**config.mk**
```make
export PLATFORM = sky130hd
export DESIGN_NAME = dot_star_pattern_matcher_flat
export DESIGN_NICKNAME = d
export VERILOG_FILES = /design/src/sv/dsm_pkg.sv /design/src/sv/dsm_in_if.sv /design/src/sv/dsm_out_if.sv /design/src/sv/dsm_cell.sv /design/src/sv/dot_star_pattern_matcher.sv /design/src/flat_wrapper.sv
export SDC_FILE = /design/constraint.sdc
export NUM_CORES = 1
export LEC_CHECK = 0
export BUFFER_PORTS_ARGS = -buffer_cell sky130_fd_sc_hd__buf_2
export CORE_ASPECT_RATIO = 1.25
export CORE_MARGIN = 1.5
export CORE_UTILIZATION = 40
export DETAILED_ROUTE_END_ITERATION = 10
export PLACE_DENSITY_LB_ADDON = 0.2
export SLEW_MARGIN = 15
export SYNTH_ARGS = -nofsm -noshare
export SYNTH_HDL_FRONTEND = slang
export SYNTH_SLANG_ARGS = --single-unit
```
**constraint.sdc**
```tcl
create_clock -name clk_i -period 3.24 [get_ports clk_i]
set_input_delay 0.648 -clock clk_i [delete_from_list [all_inputs] [get_ports clk_i]]
set_output_delay 0.648 -clock clk_i [all_outputs]
set_load 0.02 [all_outputs]
```
**src/sv/dsm_pkg.sv**
```systemverilog
package dsm_pkg;

  localparam int MaxElements = 32;

  localparam logic [7:0] StarByte = 8'h2A;  // '*'
  localparam logic [7:0] AnyByte  = 8'h2E;  // '.'

  typedef enum logic [1:0] {
    MODE_LOAD    = 2'd0,
    MODE_SUBJECT = 2'd1,
    MODE_START   = 2'd2
  } mode_e;

  typedef enum logic {
    ST_IDLE  = 1'b0,
    ST_SWEEP = 1'b1
  } state_e;

  // Wavefront handed from one cell to the next.
  typedef struct packed {
    logic tok;    // sweep token
    logic carry;  // new match bit of the cell on the left
    logic prev;   // old match bit of the cell on the left
    logic res;    // match bit of the last used element, once passed
  } wave_t;

  // Broadcast from the controller to every cell.
  typedef struct packed {
    logic       subj;      // sweep applies a subject byte, else rebuilds the empty row
    logic [7:0] subj_sym;  // subject byte of the sweep
    logic       sym_we;    // store a new element
    logic       star_we;   // mark an element starred
    logic [7:0] wr_sym;    // element byte to store
  } cell_ctl_t;

endpackage

```
**src/sv/dsm_in_if.sv**
```systemverilog
interface dsm_in_if;
  logic       valid;
  logic       ready;
  logic [1:0] mode;
  logic [7:0] symbol;
  logic       last;

  modport source (output valid, output mode, output symbol, output last, input ready);
  modport sink   (input valid, input mode, input symbol, input last, output ready);
endinterface

```
**src/sv/dsm_out_if.sv**
```systemverilog
interface dsm_out_if;
  logic valid;
  logic ready;
  logic matched;
  logic pattern_too_long;

  modport source (output valid, output matched, output pattern_too_long, input ready);
  modport sink   (input valid, input matched, input pattern_too_long, output ready);
endinterface

```
**src/sv/dsm_cell.sv**
```systemverilog
module dsm_cell #(
  parameter int MAX_ELEMENTS = dsm_pkg::MaxElements,
  parameter int IDX          = 0
) (
  input  logic                                 clk_i,
  input  logic                                 rst_ni,
  input  logic                                 en_i,
  input  dsm_pkg::cell_ctl_t                   ctl_i,
  input  logic [((MAX_ELEMENTS > 1) ? $clog2(MAX_ELEMENTS) : 1)-1:0] w_idx_i,
  input  logic [((MAX_ELEMENTS > 1) ? $clog2(MAX_ELEMENTS) : 1)-1:0] s_idx_i,
  input  logic [$clog2(MAX_ELEMENTS + 1)-1:0]  cnt_i,
  input  dsm_pkg::wave_t                       wave_i,
  output dsm_pkg::wave_t                       wave_o
);

  localparam int CW = $clog2(MAX_ELEMENTS + 1);
  localparam int IW = (MAX_ELEMENTS > 1) ? $clog2(MAX_ELEMENTS) : 1;

  logic [7:0]     sym_q;
  logic           star_q;
  logic           row_q;
  logic           active;
  logic           is_last;
  logic           hit;
  logic           new_bit;
  logic           tok_q;
  logic           carry_q;
  logic           prev_q;
  logic           res_q;

  // element storage, written at request time
  always_ff @(posedge clk_i) begin
    if (ctl_i.sym_we && (w_idx_i == IW'(IDX))) begin
      sym_q  <= ctl_i.wr_sym;
      star_q <= 1'b0;
    end else if (ctl_i.star_we && (s_idx_i == IW'(IDX))) begin
      star_q <= 1'b1;
    end
  end

  always_comb begin
    active  = CW'(IDX) < cnt_i;
    is_last = cnt_i == CW'(IDX + 1);
    hit     = (sym_q == dsm_pkg::AnyByte) || (sym_q == ctl_i.subj_sym);
    if (!active) begin
      new_bit = 1'b0;
    end else if (ctl_i.subj) begin
      new_bit = star_q ? (wave_i.carry | (row_q & hit)) : (wave_i.prev & hit);
    end else begin
      new_bit = wave_i.carry & star_q;
    end
  end

  always_ff @(posedge clk_i or negedge rst_ni) begin
    if (!rst_ni) begin
      row_q <= 1'b0;
      tok_q <= 1'b0;
    end else if (en_i) begin
      tok_q <= wave_i.tok;
      if (wave_i.tok) begin
        row_q <= new_bit;
      end
    end
  end

  always_ff @(posedge clk_i) begin
    if (en_i && wave_i.tok) begin
      carry_q <= new_bit;
      prev_q  <= row_q;
      res_q   <= is_last ? new_bit : wave_i.res;
    end
  end

  assign wave_o = '{tok: tok_q, carry: carry_q, prev: prev_q, res: res_q};

endmodule

```
**src/sv/dot_star_pattern_matcher.sv**
```systemverilog
// Dot-star pattern matcher.
// in_i carries requests: mode selects a pattern byte load, a subject byte or
// a subject restart; symbol is the byte; last closes the pattern on a load,
// so the next load starts a fresh one. res_o returns one result per subject
// byte or restart: matched is set when the subject so far matches the whole
// pattern, pattern_too_long when the pattern overflowed the element cells.
// Loads and the unused mode return nothing.
// Each pattern element lives in one cell of a chain. A request sends a token
// down the chain, one cell per cycle unless the chain is held, carrying the
// left neighbor's old and new match bits, so starred elements see the bit
// just computed to their left. A result is taken into the output register
// when the token comes out of the last cell, and in_i turns ready in the
// same cycle that the result turns valid, so a new request waits for the
// previous sweep to finish. The unused mode is taken without a sweep.
// Reset clears the element count, the overflow flag and the cells' match
// bits, sets bit zero of the row and closes the pattern; element bytes are
// not cleared, and only loaded elements are ever read.
// A result waits in the output register while in_i takes the next request;
// if that one is a subject byte or restart and reaches the end of the chain
// while res_o is still stalled, the whole chain holds until the result is taken.
module dot_star_pattern_matcher #(
  parameter int MAX_ELEMENTS = dsm_pkg::MaxElements
) (
  input  logic             clk_i,
  input  logic             rst_ni,
  dsm_in_if.sink           in_i,
  dsm_out_if.source        res_o
);

  localparam int CW = $clog2(MAX_ELEMENTS + 1);
  localparam int IW = (MAX_ELEMENTS > 1) ? $clog2(MAX_ELEMENTS) : 1;

  dsm_pkg::state_e    state_q, state_d;
  dsm_pkg::mode_e     mode;
  dsm_pkg::wave_t     waves [MAX_ELEMENTS + 1];
  dsm_pkg::wave_t     entry_q, entry_d;
  dsm_pkg::cell_ctl_t ctl;
  dsm_pkg::wave_t     exit_w;

  logic [CW-1:0] cnt_q, cnt_d;
  logic [CW-1:0] cnt_eff;
  logic [CW-1:0] cnt_m1;
  logic [IW-1:0] w_idx;
  logic [IW-1:0] s_idx;
  logic          ovf_q, ovf_d;
  logic          ovf_eff;
  logic          closed_q, closed_d;
  logic          row0_q, row0_d;
  logic          subj_q, subj_d;
  logic          resop_q, resop_d;
  logic [7:0]    sym_q, sym_d;
  logic          out_valid_q, out_valid_d;
  logic          matched_q, matched_d;
  logic          too_long_q, too_long_d;
  logic          in_acc;
  logic          start;
  logic          is_load;
  logic          is_star;
  logic          adv;
  logic          capture;
  logic [MAX_ELEMENTS:0] tok_vec;

  assign mode    = dsm_pkg::mode_e'(in_i.mode);
  assign in_acc  = in_i.valid && in_i.ready;
  assign exit_w  = waves[MAX_ELEMENTS];
  assign waves[0] = entry_q;

  // A pattern that was closed restarts on its next byte.
  assign cnt_eff = closed_q ? '0 : cnt_q;
  assign ovf_eff = closed_q ? 1'b0 : ovf_q;
  assign cnt_m1  = cnt_eff - CW'(1);
  assign w_idx   = cnt_eff[IW-1:0];
  assign s_idx   = cnt_m1[IW-1:0];
  assign is_star = in_i.symbol == dsm_pkg::StarByte;

  // Hold the chain only when a result arrives at a still-full output.
  assign adv     = !(exit_w.tok && resop_q && out_valid_q && !res_o.ready);
  assign capture = exit_w.tok && adv && resop_q;

  always_comb begin
    start       = 1'b0;
    is_load     = 1'b0;
    cnt_d       = cnt_q;
    ovf_d       = ovf_q;
    closed_d    = closed_q;
    row0_d      = row0_q;
    subj_d      = subj_q;
    resop_d     = resop_q;
    sym_d       = sym_q;
    ctl.sym_we  = 1'b0;
    ctl.star_we = 1'b0;
    ctl.wr_sym  = in_i.symbol;
    if (in_acc) begin
      unique case (mode)
        dsm_pkg::MODE_LOAD: begin
          start    = 1'b1;
          is_load  = 1'b1;
          closed_d = in_i.last;
          cnt_d    = cnt_eff;
          ovf_d    = ovf_eff;
          if (!ovf_eff) begin
            if (is_star) begin
              // leading star is dropped
              ctl.star_we = cnt_eff != '0;
            end else if (cnt_eff < CW'(MAX_ELEMENTS)) begin
              ctl.sym_we = 1'b1;
              cnt_d      = cnt_eff + CW'(1);
            end else begin
              ovf_d = 1'b1;
            end
          end
        end
        dsm_pkg::MODE_SUBJECT, dsm_pkg::MODE_START: begin
          start = 1'b1;
        end
        default: begin
        end
      endcase
      if (start) begin
        subj_d  = mode == dsm_pkg::MODE_SUBJECT;
        resop_d = !is_load;
        sym_d   = in_i.symbol;
        row0_d  = mode != dsm_pkg::MODE_SUBJECT;
      end
    end
    ctl.subj     = subj_q;
    ctl.subj_sym = sym_q;
  end

  // Token entry: bit zero of the row leads the wavefront.
  always_comb begin
    entry_d       = entry_q;
    entry_d.tok   = start | (entry_q.tok & !adv);
    if (start) begin
      entry_d.carry = row0_d;
      entry_d.prev  = row0_q;
      entry_d.res   = row0_d;
    end
  end

  always_comb begin
    state_d = state_q;
    in_i.ready = state_q == dsm_pkg::ST_IDLE;
    unique case (state_q)
      dsm_pkg::ST_IDLE: begin
        if (start) begin
          state_d = dsm_pkg::ST_SWEEP;
        end
      end
      dsm_pkg::ST_SWEEP: begin
        if (exit_w.tok && adv) begin
          state_d = dsm_pkg::ST_IDLE;
        end
      end
      default: begin
        state_d = dsm_pkg::ST_IDLE;
      end
    endcase
  end

  always_comb begin
    out_valid_d = capture | (out_valid_q & !res_o.ready);
    matched_d   = capture ? exit_w.res : matched_q;
    too_long_d  = capture ? ovf_q : too_long_q;
  end

  always_ff @(posedge clk_i or negedge rst_ni) begin
    if (!rst_ni) begin
      state_q     <= dsm_pkg::ST_IDLE;
      cnt_q       <= '0;
      ovf_q       <= 1'b0;
      closed_q    <= 1'b1;
      row0_q      <= 1'b1;
      entry_q     <= '0;
      out_valid_q <= 1'b0;
    end else begin
      state_q     <= state_d;
      cnt_q       <= cnt_d;
      ovf_q       <= ovf_d;
      closed_q    <= closed_d;
      row0_q      <= row0_d;
      entry_q     <= entry_d;
      out_valid_q <= out_valid_d;
    end
  end

  always_ff @(posedge clk_i) begin
    subj_q        <= subj_d;
    resop_q       <= resop_d;
    sym_q         <= sym_d;
    matched_q     <= matched_d;
    too_long_q    <= too_long_d;
  end

  for (genvar i = 0; i < MAX_ELEMENTS; i++) begin : g_cell
    dsm_cell #(
      .MAX_ELEMENTS (MAX_ELEMENTS),
      .IDX          (i)
    ) u_cell (
      .clk_i   (clk_i),
      .rst_ni  (rst_ni),
      .en_i    (adv),
      .ctl_i   (ctl),
      .w_idx_i (w_idx),
      .s_idx_i (s_idx),
      .cnt_i   (cnt_q),
      .wave_i  (waves[i]),
      .wave_o  (waves[i + 1])
    );
  end

  for (genvar i = 0; i <= MAX_ELEMENTS; i++) begin : g_tok
    assign tok_vec[i] = waves[i].tok;
  end

  assign res_o.valid            = out_valid_q;
  assign res_o.matched          = matched_q;
  assign res_o.pattern_too_long = too_long_q;

  // at most one sweep in flight
  a_one_token: assert property (@(posedge clk_i) disable iff (!rst_ni)
    $onehot0(tok_vec))
    else $error("more than one token in the cell chain");

  // no request is taken while a token is in the chain
  a_ready_empty: assert property (@(posedge clk_i) disable iff (!rst_ni)
    in_i.ready |-> (tok_vec == '0))
    else $error("ready raised during a sweep");

  // overflow is only possible with every cell in use
  a_ovf_full: assert property (@(posedge clk_i) disable iff (!rst_ni)
    ovf_q |-> (cnt_q == CW'(MAX_ELEMENTS)))
    else $error("overflow flagged with free cells");

  // a new result only comes out of a sweep
  a_res_from_sweep: assert property (@(posedge clk_i) disable iff (!rst_ni)
    capture |-> (state_q == dsm_pkg::ST_SWEEP))
    else $error("result captured outside a sweep");

endmodule
```
**src/flat_wrapper.sv**
```systemverilog
// flat-port wrapper written by rule: the top's interface ports become plain ports
module dot_star_pattern_matcher_flat 
#(
  parameter int MAX_ELEMENTS = dsm_pkg::MaxElements
)
  (clk_i, rst_ni, in_i_valid, in_i_mode, in_i_symbol, in_i_last, in_i_ready, res_o_valid, res_o_matched, res_o_pattern_too_long, res_o_ready);
  dsm_in_if in_i_i ();
  dsm_out_if res_o_i ();
  input  logic clk_i;
  input  logic rst_ni;
  input wire logic [$bits(in_i_i.valid)-1:0] in_i_valid;
  input wire logic [$bits(in_i_i.mode)-1:0] in_i_mode;
  input wire logic [$bits(in_i_i.symbol)-1:0] in_i_symbol;
  input wire logic [$bits(in_i_i.last)-1:0] in_i_last;
  output wire logic [$bits(in_i_i.ready)-1:0] in_i_ready;
  output wire logic [$bits(res_o_i.valid)-1:0] res_o_valid;
  output wire logic [$bits(res_o_i.matched)-1:0] res_o_matched;
  output wire logic [$bits(res_o_i.pattern_too_long)-1:0] res_o_pattern_too_long;
  input wire logic [$bits(res_o_i.ready)-1:0] res_o_ready;
  assign in_i_i.valid = in_i_valid;
  assign in_i_i.mode = in_i_mode;
  assign in_i_i.symbol = in_i_symbol;
  assign in_i_i.last = in_i_last;
  assign in_i_ready = in_i_i.ready;
  assign res_o_valid = res_o_i.valid;
  assign res_o_matched = res_o_i.matched;
  assign res_o_pattern_too_long = res_o_i.pattern_too_long;
  assign res_o_i.ready = res_o_ready;
  dot_star_pattern_matcher #(.MAX_ELEMENTS(MAX_ELEMENTS)) u_core (.clk_i(clk_i), .rst_ni(rst_ni), .in_i(in_i_i), .res_o(res_o_i));
endmodule
```
# After elaboration in Yosys (flattened, before gate mapping)
# Index checks and enable logic that the tools add are counted.
[classes]
add_sub_neg = 2
multipliers = 0
div_mod_pow = 0
n_lt_le_gt_ge = 33
n_eq_ne = 162
shifts = 0
n_mux = 152
n_bitwise = 134
n_reduce_logical = 176
[op_table]
columns = ["op", "count"]
rows = [
  ["$eq A8 B6 Y1 const B", 33],
  ["$eq A8 B8 Y1", 32],
  ["$eq A5 B5 Y1 const B", 32],
  ["$mux W1", 144],
  ["$logic_and A1 B1 Y1", 102],
  ["$and A1 B1 Y1", 98],
  ["$eq A6 B5 Y1 const B", 16],
  ["$lt A5 B6 Y1 const A", 16],
  ["$eq A5 B4 Y1 const B", 16],
  ["$reduce_and A2 Y1", 34],
  ["$eq A6 B4 Y1 const B", 8],
  ["$lt A4 B6 Y1 const A", 8],
  ["$eq A5 B3 Y1 const B", 8],
  ["$or A1 B1 Y1", 34],
  ["$logic_or A1 B1 Y1", 32],
  ["$eq A6 B3 Y1 const B", 4],
  ["$lt A3 B6 Y1 const A", 4],
  ["$mux W6", 4],
  ["$eq A5 B2 Y1 const B", 4],
  ["$eq A6 B2 Y1 const B", 2],
  ["$lt A1 B6 Y1 const A", 2],
  ["$lt A2 B6 Y1 const A", 2],
  ["$eq A5 B1 Y1 const B", 2],
  ["$logic_not A5 Y1", 2],
  ["other kinds (15)", 20],
]
[word_totals]
register_bits = 472
latch_bits = 0
ram_bits = 0
rom_bits = 0
inputBits = 15
out_inout_bits = 4
wordCells = 895
memories = 0

# Logic depth before layout (Yosys ltp)
# Gate-level depths: netlist of run 1.
[logic_depth]
ltp_word = 8
ltp_mapped = 10
ltp_nobuf = 7

# Cells and area by module
# Synthesis of run 1 repeated with hierarchy kept, for this count alone.
[hier_totals]
cells_unflattened = 1924
hier_area_um2 = 23989.3
[by_module_without_submodules]
columns = ["module", "n_inst", "cells_per_inst", "area_per_inst_um2", "seq_area_each_um2"]
rows = [
  ["dsm_cell (u_core.g_cell[13].u_cell ...)", 2, 54, 698.2, 400.4],
  ["dot_star_pattern_matcher", 1, 104, 1211.2, 713.2],
  ["dsm_cell (u_core.g_cell[17].u_cell)", 1, 65, 795.8, 400.4],
  ["dsm_cell (u_core.g_cell[25].u_cell)", 1, 63, 759.5, 400.4],
  ["dsm_cell (u_core.g_cell[19].u_cell)", 1, 64, 758.2, 400.4],
  ["dsm_cell (u_core.g_cell[9].u_cell)", 1, 64, 750.7, 400.4],
  ["dsm_cell (u_core.g_cell[31].u_cell)", 1, 56, 748.2, 400.4],
  ["dsm_cell (u_core.g_cell[26].u_cell)", 1, 56, 743.2, 400.4],
  ["dsm_cell (u_core.g_cell[3].u_cell)", 1, 62, 734.5, 400.4],
  ["dsm_cell (u_core.g_cell[4].u_cell)", 1, 58, 728.2, 400.4],
  ["dsm_cell (u_core.g_cell[12].u_cell)", 1, 57, 724.4, 400.4],
  ["dsm_cell (u_core.g_cell[5].u_cell)", 1, 55, 724.4, 400.4],
  ["dsm_cell (u_core.g_cell[10].u_cell)", 1, 60, 723.2, 400.4],
  ["dsm_cell (u_core.g_cell[24].u_cell)", 1, 55, 719.4, 400.4],
  ["18 more rows", "-", "-", "-", "-"],
]

# Worst setup path after synthesis of run 1
# No wires, ideal clock.
[synth_timing]
path_kind = "register to register"
start = "register u_core.closed_q"
end = "register u_core.g_cell[28].u_cell.star_q"
setup_ns = 0.139
arrival_ns = 2.432
t_required_ns = 3.101
slack_ns = 0.669
path_stages_with_launch = 11
n_path_buf = 3
synth_period_minus_slack_ns = 2.571
cell_sequence = "dfstp_2 buf_2 clkbuf_1 nand2b_1 ha_1 buf_2 nor3b_1 mux2i_1 nor3_2 a21oi_1 nor2_1"
[synth_between]
elab_chain_len = 8
elab_cells_between_ends = 15
classes_between = "add/sub: 1; order compare: 1; eq/ne: 2; mux: 8; reduce/logical: 3"
[synth_lines]
columns = ["item", "line", "text"]
rows = [
  ["from (decl)", "dot_star_pattern_matcher.sv:47", "logic closed_q, closed_d;"],
  ["from (signal assigned)", "dot_star_pattern_matcher.sv:180", "closed_q <= closed_d;"],
  ["$mux W6", "dot_star_pattern_matcher.sv:69", "assign cnt_eff = closed_q ? '0 : cnt_q;"],
  ["$lt A6 B6 Y1", "dot_star_pattern_matcher.sv:105", "end else if (cnt_eff < CW'(MAX_ELEMENTS)) begin"],
  ["$mux W1", "dot_star_pattern_matcher.sv:105", ""],
  ["$mux W1", "dot_star_pattern_matcher.sv:102", "if (is_star) begin"],
  ["$mux W2", "dot_star_pattern_matcher.sv:101", "if (!ovf_eff) begin"],
  ["$mux W2", "dot_star_pattern_matcher.sv:94", "unique case (mode)"],
  ["$mux W2", "dot_star_pattern_matcher.sv:93", "if (in_acc) begin"],
  ["$logic_and A1 B1 Y1", "dsm_cell.sv:33", "if (ctl_i.sym_we && (w_idx_i == IW'(IDX))) begin"],
  ["to (signal assigned)", "dsm_cell.sv:35", "star_q <= 1'b0;"],
  ["to (signal assigned)", "dsm_cell.sv:37", "star_q <= 1'b1;"],
  ["to (decl)", "dsm_cell.sv:20", "logic star_q;"],
]
# Several ways; a longest one is shown, not always the timed one.
# A chain may end at the register's enable or synchronous reset.

# Worst setup path after layout of run 1
[layout_timing]
start = "register u_core.closed_q"
end = "register u_core.g_cell[18].u_cell.star_q"
[layout_between]
elab_chain_len = 8
elab_cells_between_ends = 15
classes_between = "add/sub: 1; order compare: 1; eq/ne: 2; mux: 8; reduce/logical: 3"
[layout_lines]
columns = ["item", "line"]
rows = [
  ["$mux W6", "dot_star_pattern_matcher.sv:69"],
  ["$lt A6 B6 Y1", "dot_star_pattern_matcher.sv:105"],
  ["$mux W1", "dot_star_pattern_matcher.sv:105"],
  ["$mux W1", "dot_star_pattern_matcher.sv:102"],
  ["$mux W2", "dot_star_pattern_matcher.sv:101"],
  ["$mux W2", "dot_star_pattern_matcher.sv:94"],
  ["$mux W2", "dot_star_pattern_matcher.sv:93"],
  ["$logic_and A1 B1 Y1", "dsm_cell.sv:33"],
  ["to (signal assigned)", "dsm_cell.sv:35"],
  ["to (signal assigned)", "dsm_cell.sv:37"],
  ["to (decl)", "dsm_cell.sv:20"],
]
# Several ways; a longest one is shown, not always the timed one.

==> results.sh, run 1 <==
export IMPL_antenna_cells_inserted=0
export IMPL_floorplan_die_area_um2=53800
export IMPL_design_portCount=19
export IMPL_cp_endpoint="u_core.g_cell[18].u_cell.star_q"
export IMPL_setup_worst_path_end_class="flop"
export IMPL_yosysSeqAreaShare_pct=64.2
export IMPL_report_final_setup_viol=0
export IMPL_worst_r2r_endpoint="u_core.g_cell[18].u_cell.star_q"
export IMPL_rr_worst_depth=6
export IMPL_synth_async_reset_ratio_pct=16.5
export IMPL_cts_hold_buffers_added=0
export IMPL_post_synth_instance_area_um2=21000
export IMPL_area_growth_pct=13.7
export IMPL_average_footprint_of_a_synthesized_cell_um2=12.7
export IMPL_path_max_fanout=20
export IMPL_fin_hold_ws_ps=20.8
export IMPL_depth_of_the_critical_timing_path_with_buffers_and_inverters_included=6
export IMPL_timing_slew_headroom_pct=18.8
export IMPL_antenna_found_initial=0
export IMPL_max_cap_violations=0
export IMPL_cts_max_level=2
export IMPL_number_of_flops_mapped_to_enable_cells_by_yosys=362
export IMPL_vias_in_the_first_global_route=13500
export IMPL_cts_buffers_inserted=46
export IMPL_layout_cells_sized_above_1_pct=14.0
export IMPL_die_width_um=208
export IMPL_synth_area_top_cells="sky130_fd_sc_hd__edfxtp_1 (52%), sky130_fd_sc_hd__dfrtp_1 (9.1%), sky130_fd_sc_hd__xnor2_1 (7.7%)"
export IMPL_crit_path_max_incr_delay_ps=940
export IMPL_cts_clk_slew_worst_paths_ps=60
export IMPL_multi_input_area_um2=7000
export IMPL_grt_met1_usage_pct=26.7
export IMPL_timing_final_crit_share_pct=88.8
export IMPL_cts_root_buf="sky130_fd_sc_hd__clkbuf_16"
export IMPL_worst_ep_arrival_time_ps=3370
export IMPL_critPathLaunchType="flop"
export IMPL_ys_warn_count=0
export IMPL_first_pass_iters=5
export IMPL_final_fill_count=4642
export IMPL_grt_busiest_layer="met2"
export IMPL_grt_first_pass_wirelength_um=83400
export IMPL_synth_largest_area_cell="sky130_fd_sc_hd__edfxtp_1"
export IMPL_cellLeakagePower_nw=8.56
export IMPL_synth_flop_cell="sky130_fd_sc_hd__edfxtp_1"
export IMPL_detailroute_via_count=13300
export IMPL_cts_buffer_depth=3
export IMPL_place_gp_congestion=0.858
export IMPL_detail_route_wirelength_um=56300
export IMPL_seqCellArea_um2=13500
export IMPL_post_drt_wl_per_cell_um=23.1
export IMPL_detailed_place_hpwl_um=38000
export IMPL_path_type_of_the_worst_setup_path="reg2reg"
export IMPL_rsz0062_at_grt="no"
export IMPL_cpLargestDelayFamily="compound AO/OA/AOI/OAI gates"
export IMPL_syn_instance_count=1650
export IMPL_placed_cells=2356
export IMPL_power_density_nw_per_um2=508
export IMPL_final_setup_tns_ps=0
export IMPL_grt_use_total_pct=20.9
export IMPL_fin_cells=2442
export IMPL_path_common_cell="sky130_fd_sc_hd__nand2b_1"
export IMPL_finalHoldViolCount=0
export IMPL_grt_util_met2_pct=35.7
export IMPL_worst_ep_required_time_ps=3730
export IMPL_reg2reg_slack_ps=360
export IMPL_worst_ir_drop_vdd_mv=0.455
export IMPL_cts_num_sinks=472
export IMPL_rows=93
export IMPL_die_y_um=259
export IMPL_portBuffers=18
export IMPL_timing_max_transition_violations_final=0
export IMPL_post_cts_setup_buffer_count=0
export IMPL_cp_slowest_cell="sky130_fd_sc_hd__o22ai_1"
export IMPL_synth_cell_types=62
export IMPL_initial_utilization_pct=40.6
export IMPL_slew_worst_pin_ps=1220
export IMPL_drtAntennaViolNets=0
export IMPL_cp_startpoint="u_core.closed_q"
export IMPL_drc_errors_left=0
export IMPL_post_synth_top_area_fraction_pct=51.8
export IMPL_worst_clock_skew_ps=12.2
export IMPL_insertion_delay_ps=560
export IMPL_cts_tree="built"
export IMPL_post_drt_via_cell_ratio=5.47
export IMPL_final_nets=1761
export IMPL_post_cts_resize_count=0
export IMPL_hold_path_class="in2async"
export IMPL_outcome="completed"
export IMPL_worst_r2r_startpoint="u_core.closed_q"
export IMPL_net_count_after_synthesis=1672
export IMPL_globalRouteMet3Util_pct=2.60
export IMPL_crit_path_cell_trace="nand2b_1, ha_1, nand2b_1, o22ai_1, a21oi_1, nor2_1"
export IMPL_buffers_inverters_on_critical_path=0
export IMPL_largest_net_degree_at_the_start_of_global_routing=54
export IMPL_ys_seq_elements=472
export IMPL_floorplan_core_area_um2=51700
export IMPL_grt_overflow_total=0
export IMPL_detail_route_iter0_violations=952
export IMPL_fmax_mhz=348
export IMPL_final_min_clock_period_ps=2880
## how the worst min path moves through the flow
stage / start / endpoint / cells past startpoint
detailed placement: u_core.g_cell[11].u_cell.row_q / u_core.g_cell[11].u_cell.prev_q / 0
floorplan: rst_ni / u_core.cnt_q[0] / 0
CTS: rst_ni / u_core.g_cell[4].u_cell.row_q / 1
global placement: u_core.g_cell[17].u_cell.row_q / u_core.g_cell[17].u_cell.prev_q / 0
global route: rst_ni / u_core.g_cell[4].u_cell.row_q / 1
finish: rst_ni / u_core.g_cell[4].u_cell.row_q / 1
## sequential cells by signal (all words and copies together), names as in the netlist, 3 cells and up
name,count
u_core.g_cell.u_cell.star_q,32
u_core.entry_q,3
u_core.g_cell.u_cell.carry_q,31
u_core.g_cell.u_cell.row_q,32
u_core.cnt_q,6
u_core.g_cell.u_cell.res_q,32
u_core.sym_q,8
u_core.g_cell.u_cell.sym_q,256
u_core.g_cell.u_cell.prev_q,31
u_core.g_cell.u_cell.tok_q,32
## cell usage after synthesis (7+ instances only)
library cell and n:
sky130_fd_sc_hd__inv_1 41, sky130_fd_sc_hd__edfxtp_1 362, sky130_fd_sc_hd__buf_2 18, sky130_fd_sc_hd__o21ai_0 60, sky130_fd_sc_hd__nand4b_1 12, sky130_fd_sc_hd__nand4_1 71
sky130_fd_sc_hd__nor3_1 8, sky130_fd_sc_hd__a21oi_1 67, sky130_fd_sc_hd__dfxtp_1 32, sky130_fd_sc_hd__a221oi_1 9, sky130_fd_sc_hd__xor2_1 73, sky130_fd_sc_hd__a32oi_1 23
sky130_fd_sc_hd__nor2b_1 31, sky130_fd_sc_hd__nand2_1 190, sky130_fd_sc_hd__dfrtp_1 76, sky130_fd_sc_hd__nor4_1 29, sky130_fd_sc_hd__ha_1 7, sky130_fd_sc_hd__xnor2_1 184
sky130_fd_sc_hd__nand2b_1 19, sky130_fd_sc_hd__nand3_1 25, sky130_fd_sc_hd__mux2_2 37, sky130_fd_sc_hd__nor4b_1 22, sky130_fd_sc_hd__nor2_1 100, sky130_fd_sc_hd__o31ai_1 22
sky130_fd_sc_hd__clkbuf_1 22, sky130_fd_sc_hd__a31oi_1 14, sky130_fd_sc_hd__buf_4 23
## cell usage in the layout, fill, tap and decap left out, types with 7 or more instances in the layout
cell type / Yosys / final
sky130_fd_sc_hd__edfxtp_1: 362 / 362
sky130_fd_sc_hd__nand2_1: 190 / 190
sky130_fd_sc_hd__xnor2_1: 184 / 184
sky130_fd_sc_hd__nor2_1: 100 / 99
sky130_fd_sc_hd__buf_4: 23 / 87
sky130_fd_sc_hd__dfrtp_1: 76 / 76
sky130_fd_sc_hd__xor2_1: 73 / 73
sky130_fd_sc_hd__nand4_1: 71 / 71
sky130_fd_sc_hd__a21oi_1: 67 / 67
sky130_fd_sc_hd__o21ai_0: 60 / 60
sky130_fd_sc_hd__clkbuf_16: 0 / 49
sky130_fd_sc_hd__inv_1: 41 / 41
sky130_fd_sc_hd__mux2_2: 37 / 37
sky130_fd_sc_hd__dfxtp_1: 32 / 32
sky130_fd_sc_hd__nor2b_1: 31 / 31
sky130_fd_sc_hd__nor4_1: 29 / 29
sky130_fd_sc_hd__nand3_1: 25 / 25
sky130_fd_sc_hd__a32oi_1: 23 / 23
sky130_fd_sc_hd__nor4b_1: 22 / 22
sky130_fd_sc_hd__o31ai_1: 22 / 22
sky130_fd_sc_hd__nand2b_1: 19 / 19
sky130_fd_sc_hd__buf_2: 18 / 17
sky130_fd_sc_hd__a31oi_1: 14 / 14
sky130_fd_sc_hd__nand4b_1: 12 / 12
sky130_fd_sc_hd__clkbuf_1: 22 / 11
sky130_fd_sc_hd__a221oi_1: 9 / 9
sky130_fd_sc_hd__nor3_1: 8 / 8
sky130_fd_sc_hd__ha_1: 7 / 7
sky130_fd_sc_hd__clkinv_2: 0 / 7
## logic make-up after synthesis
logic type      Yosys count  share of synthesized area (%)
mux                      41                           2.18
xor+xnor                257                           10.7
simple gates            545                           13.4
compound gates          219                           6.62
flops                   472                           64.2
buf+inv                 109                           2.49
fa+ha+maj                 7                          0.417
## per-stage QoR
step	power (mW)	setup WS [ps]	utilization, %	area [um2]
3_5_place_dp	6.77	439	43.1	22300
3_3_place_gp	6.77	394	43.1	22300
4_1_cts	12.2	435	46.2	23900
5_1_grt	12.4	157	46.2	23900
6_report	12.1	363	46.2	23900
2_1_floorplan	6.63	669	-	21000
## final cells by class
cell class	instances	share of cell area, %
timing repair buffer	109	3.51
tap	665	3.49
multi-input combinational	1069	29.3
inverter	41	0.645
clock buffer	66	5.66
sequential	472	56.4
clock inverter	20	0.944
## per-layer routing
layer / part of all wire (%) / routed length, um
met1: 43 / 24100
met2: 48 / 27200
met3: 4.7 / 2630
met4: 4.3 / 2400
met5: 0 / 0
## where the power goes
| group | leakage (nW) | internal [mW] | total, mW | switching, mW |
|---|---|---|---|---|
| Combinational | 2.97 | 0.0194 | 0.137 | 0.117 |
| Clock | 0.760 | 3.24 | 5.50 | 2.26 |
| Sequential | 4.83 | 6.50 | 6.50 | 0.00155 |
| Total | 8.56 | 9.75 | 12.1 | 2.38 |
Note: power is estimated with default switching activity, not from simulation.
==> run 2, diff against run 1 <==
Settings changed: CELL_PAD_IN_SITES_DETAIL_PLACEMENT set to 1, CELL_PAD_IN_SITES_GLOBAL_PLACEMENT set to 1.
==> run 2 against run 1 <==
  * Count of clock-buffer cells in the layout down 2
  * Sequential cell count unchanged
  * Hold slack better by 49 ps
  * Fmax down 0.33%
  * Global-route usage up 1.9 points
  * Sequential power about the same
  * Sequential share of layout area down 0.36 points
  * Critical path depth up 1
  * First-iteration DRC count down 13%
  * Wire length up 7.4%
  * Largest cell class unchanged
  * Highest routed layer unchanged
==> results.sh, run 2 (synthesized netlist as in run 1, its figures left out) <==
export IMPL_outcome="completed"
export IMPL_first_pass_iters=4
export IMPL_cts_max_level=2
export IMPL_worst_ir_drop_vdd_mv=0.374
export IMPL_portBuffers=18
export IMPL_placed_cells=2371
export IMPL_cts_buffer_depth=3
export IMPL_finalHoldViolCount=0
export IMPL_die_y_um=259
export IMPL_largest_register="u_core.g_cell.u_cell.sym_q"
export IMPL_preCtsSetupSlack_ps=433
export IMPL_layout_cells_sized_above_1_pct=14.7
export IMPL_rows=93
export IMPL_fin_cells=2457
export IMPL_design_portCount=19
export IMPL_cellLeakagePower_nw=8.67
export IMPL_report_final_setup_viol=0
export IMPL_cts_buffers_inserted=46
export IMPL_fmax_mhz=346
export IMPL_cts_tree="built"
export IMPL_setup_worst_path_end_class="flop"
export IMPL_detailroute_via_count=13600
export IMPL_timing_slew_headroom_pct=25.5
export IMPL_post_drt_wl_per_cell_um=24.6
export IMPL_final_min_clock_period_ps=2890
export IMPL_antenna_found_initial=2
export IMPL_path_type_of_the_worst_setup_path="reg2reg"
export IMPL_die_width_um=208
export IMPL_seqCellArea_um2=13500
export IMPL_grt_first_pass_wirelength_um=91000
export IMPL_critPathLaunchType="flop"
export IMPL_detail_route_iter0_violations=826
export IMPL_place_gp_congestion=0.840
export IMPL_post_cts_resize_count=0
export IMPL_hold_path_class="in2async"
export IMPL_post_cts_setup_buffer_count=0
export IMPL_drc_errors_left=0
export IMPL_slew_worst_pin_ps=1120
export IMPL_largest_net_degree_at_the_start_of_global_routing=43
export IMPL_finalWorstSetupSlack_ps=353
export IMPL_final_fill_count=5364
export IMPL_final_setup_tns_ps=0
export IMPL_floorplan_die_area_um2=53800
export IMPL_insertion_delay_ps=580
export IMPL_area_growth_pct=14.4
export IMPL_largest_reg_flops=256
export IMPL_timing_max_transition_violations_final=0
export IMPL_detailed_place_hpwl_um=41800
export IMPL_cts_num_sinks=472
export IMPL_cpLargestDelayFamily="compound AO/OA/AOI/OAI gates"
export IMPL_worst_clock_skew_ps=18.5
export IMPL_grt_overflow_total=0
export IMPL_worst_ep_required_time_ps=3720
export IMPL_power_density_nw_per_um2=509
export IMPL_max_cap_violations=0
export IMPL_cp_slowest_cell="sky130_fd_sc_hd__dfstp_2"
export IMPL_drtAntennaViolNets=0
export IMPL_worst_ep_arrival_time_ps=3370
export IMPL_grt_use_total_pct=22.7
export IMPL_cts_clk_slew_worst_paths_ps=60
export IMPL_path_max_fanout=20
export IMPL_crit_path_max_incr_delay_ps=720
export IMPL_multi_input_area_um2=7000
export IMPL_crit_path_cell_trace="nand2b_1, ha_1, or3b_2, o2111ai_1, a311oi_2, a21oi_1, nor2_1"
export IMPL_detail_route_wirelength_um=60500
export IMPL_layout_cells_most_common_list="sky130_fd_sc_hd__edfxtp_1 (362), sky130_fd_sc_hd__nand2_1 (190), sky130_fd_sc_hd__xnor2_1 (184)"
export IMPL_final_nets=1776
export IMPL_vias_in_the_first_global_route=14700
export IMPL_buffers_inverters_on_critical_path=0
export IMPL_final_common_cell="sky130_fd_sc_hd__edfxtp_1"
export IMPL_cts_root_buf="sky130_fd_sc_hd__clkbuf_16"
export IMPL_antenna_cells_inserted=0
export IMPL_cts_hold_buffers_added=0
export IMPL_post_drt_via_cell_ratio=5.52
export IMPL_timing_final_crit_share_pct=89.1
export IMPL_floorplan_core_area_um2=51700
export IMPL_rsz0062_at_grt="no"
export IMPL_initial_utilization_pct=40.6
export IMPL_fin_util_pct=46.5
## run 2: cell count changes in the layout (fill, tap and decap cells not counted), sizes merged
cell	previous run	this run
buf	109	124
clkbuf	66	64
inv	42	44
bufinv	4	5
clkinvlp	5	4
## run 2: metrics by stage
stage | total power, mW | area [um2] | hold WS [ps]
6_report | 12.2 | 24000 | 70.0
3_3_place_gp | 6.76 | 22400 | 456
5_1_grt | 12.5 | 24000 | 89.5
3_5_place_dp | 6.76 | 22400 | 460
4_1_cts | 12.3 | 24000 | 73.8
2_1_floorplan | 6.63 | 21000 | 352
## run 2: power by group
group | internal [mW] | switching [mW]
registers | 6.50 | 0.00159
logic | 0.0194 | 0.116
clock network | 3.31 | 2.29
## run 2: final cells by class
class	instances	area share [%]
Sequential cell	472	56.1
Multi-Input combinational cell	1069	29.1
Clock buffer	64	5.59
Timing Repair Buffer	124	4.01
Tap cell	665	3.46
Clock inverter	22	1.08
Inverter	41	0.641
## run 2: final timing paths
kind | startpoint | cells after the start | endpoint | slack [ps]
max | u_core.closed_q | 7 | u_core.g_cell[14].u_cell.star_q | 350
max in group asynchronous | rst_ni | 2 | u_core.row0_q | 2470
min | rst_ni | 1 | u_core.g_cell[4].u_cell.row_q | 70
max reg2reg | u_core.closed_q | 7 | u_core.g_cell[14].u_cell.star_q | 350
min in group clk_i | in_i_last | 3 | u_core.closed_q | 320
min reg2reg | u_core.g_cell[4].u_cell.row_q | 0 | u_core.g_cell[4].u_cell.prev_q | 470
## run 2: worst reg2reg max path, cell delays in order (launching register included)
cell	delay (ps)
sky130_fd_sc_hd__dfstp_2	720
sky130_fd_sc_hd__nand2b_1	260
sky130_fd_sc_hd__ha_1	410
sky130_fd_sc_hd__or3b_2	190
sky130_fd_sc_hd__o2111ai_1	370
sky130_fd_sc_hd__a311oi_2	520
sky130_fd_sc_hd__a21oi_1	160
sky130_fd_sc_hd__nor2_1	170
## run 2: per-layer routing
layer	routed length, um	share of wire (%)	track usage, %
met1	26500	44	29.2
met2	30400	50	40.6
met3	1720	2.8	1.86
met4	1820	3.0	7.68
met5	0	0	0
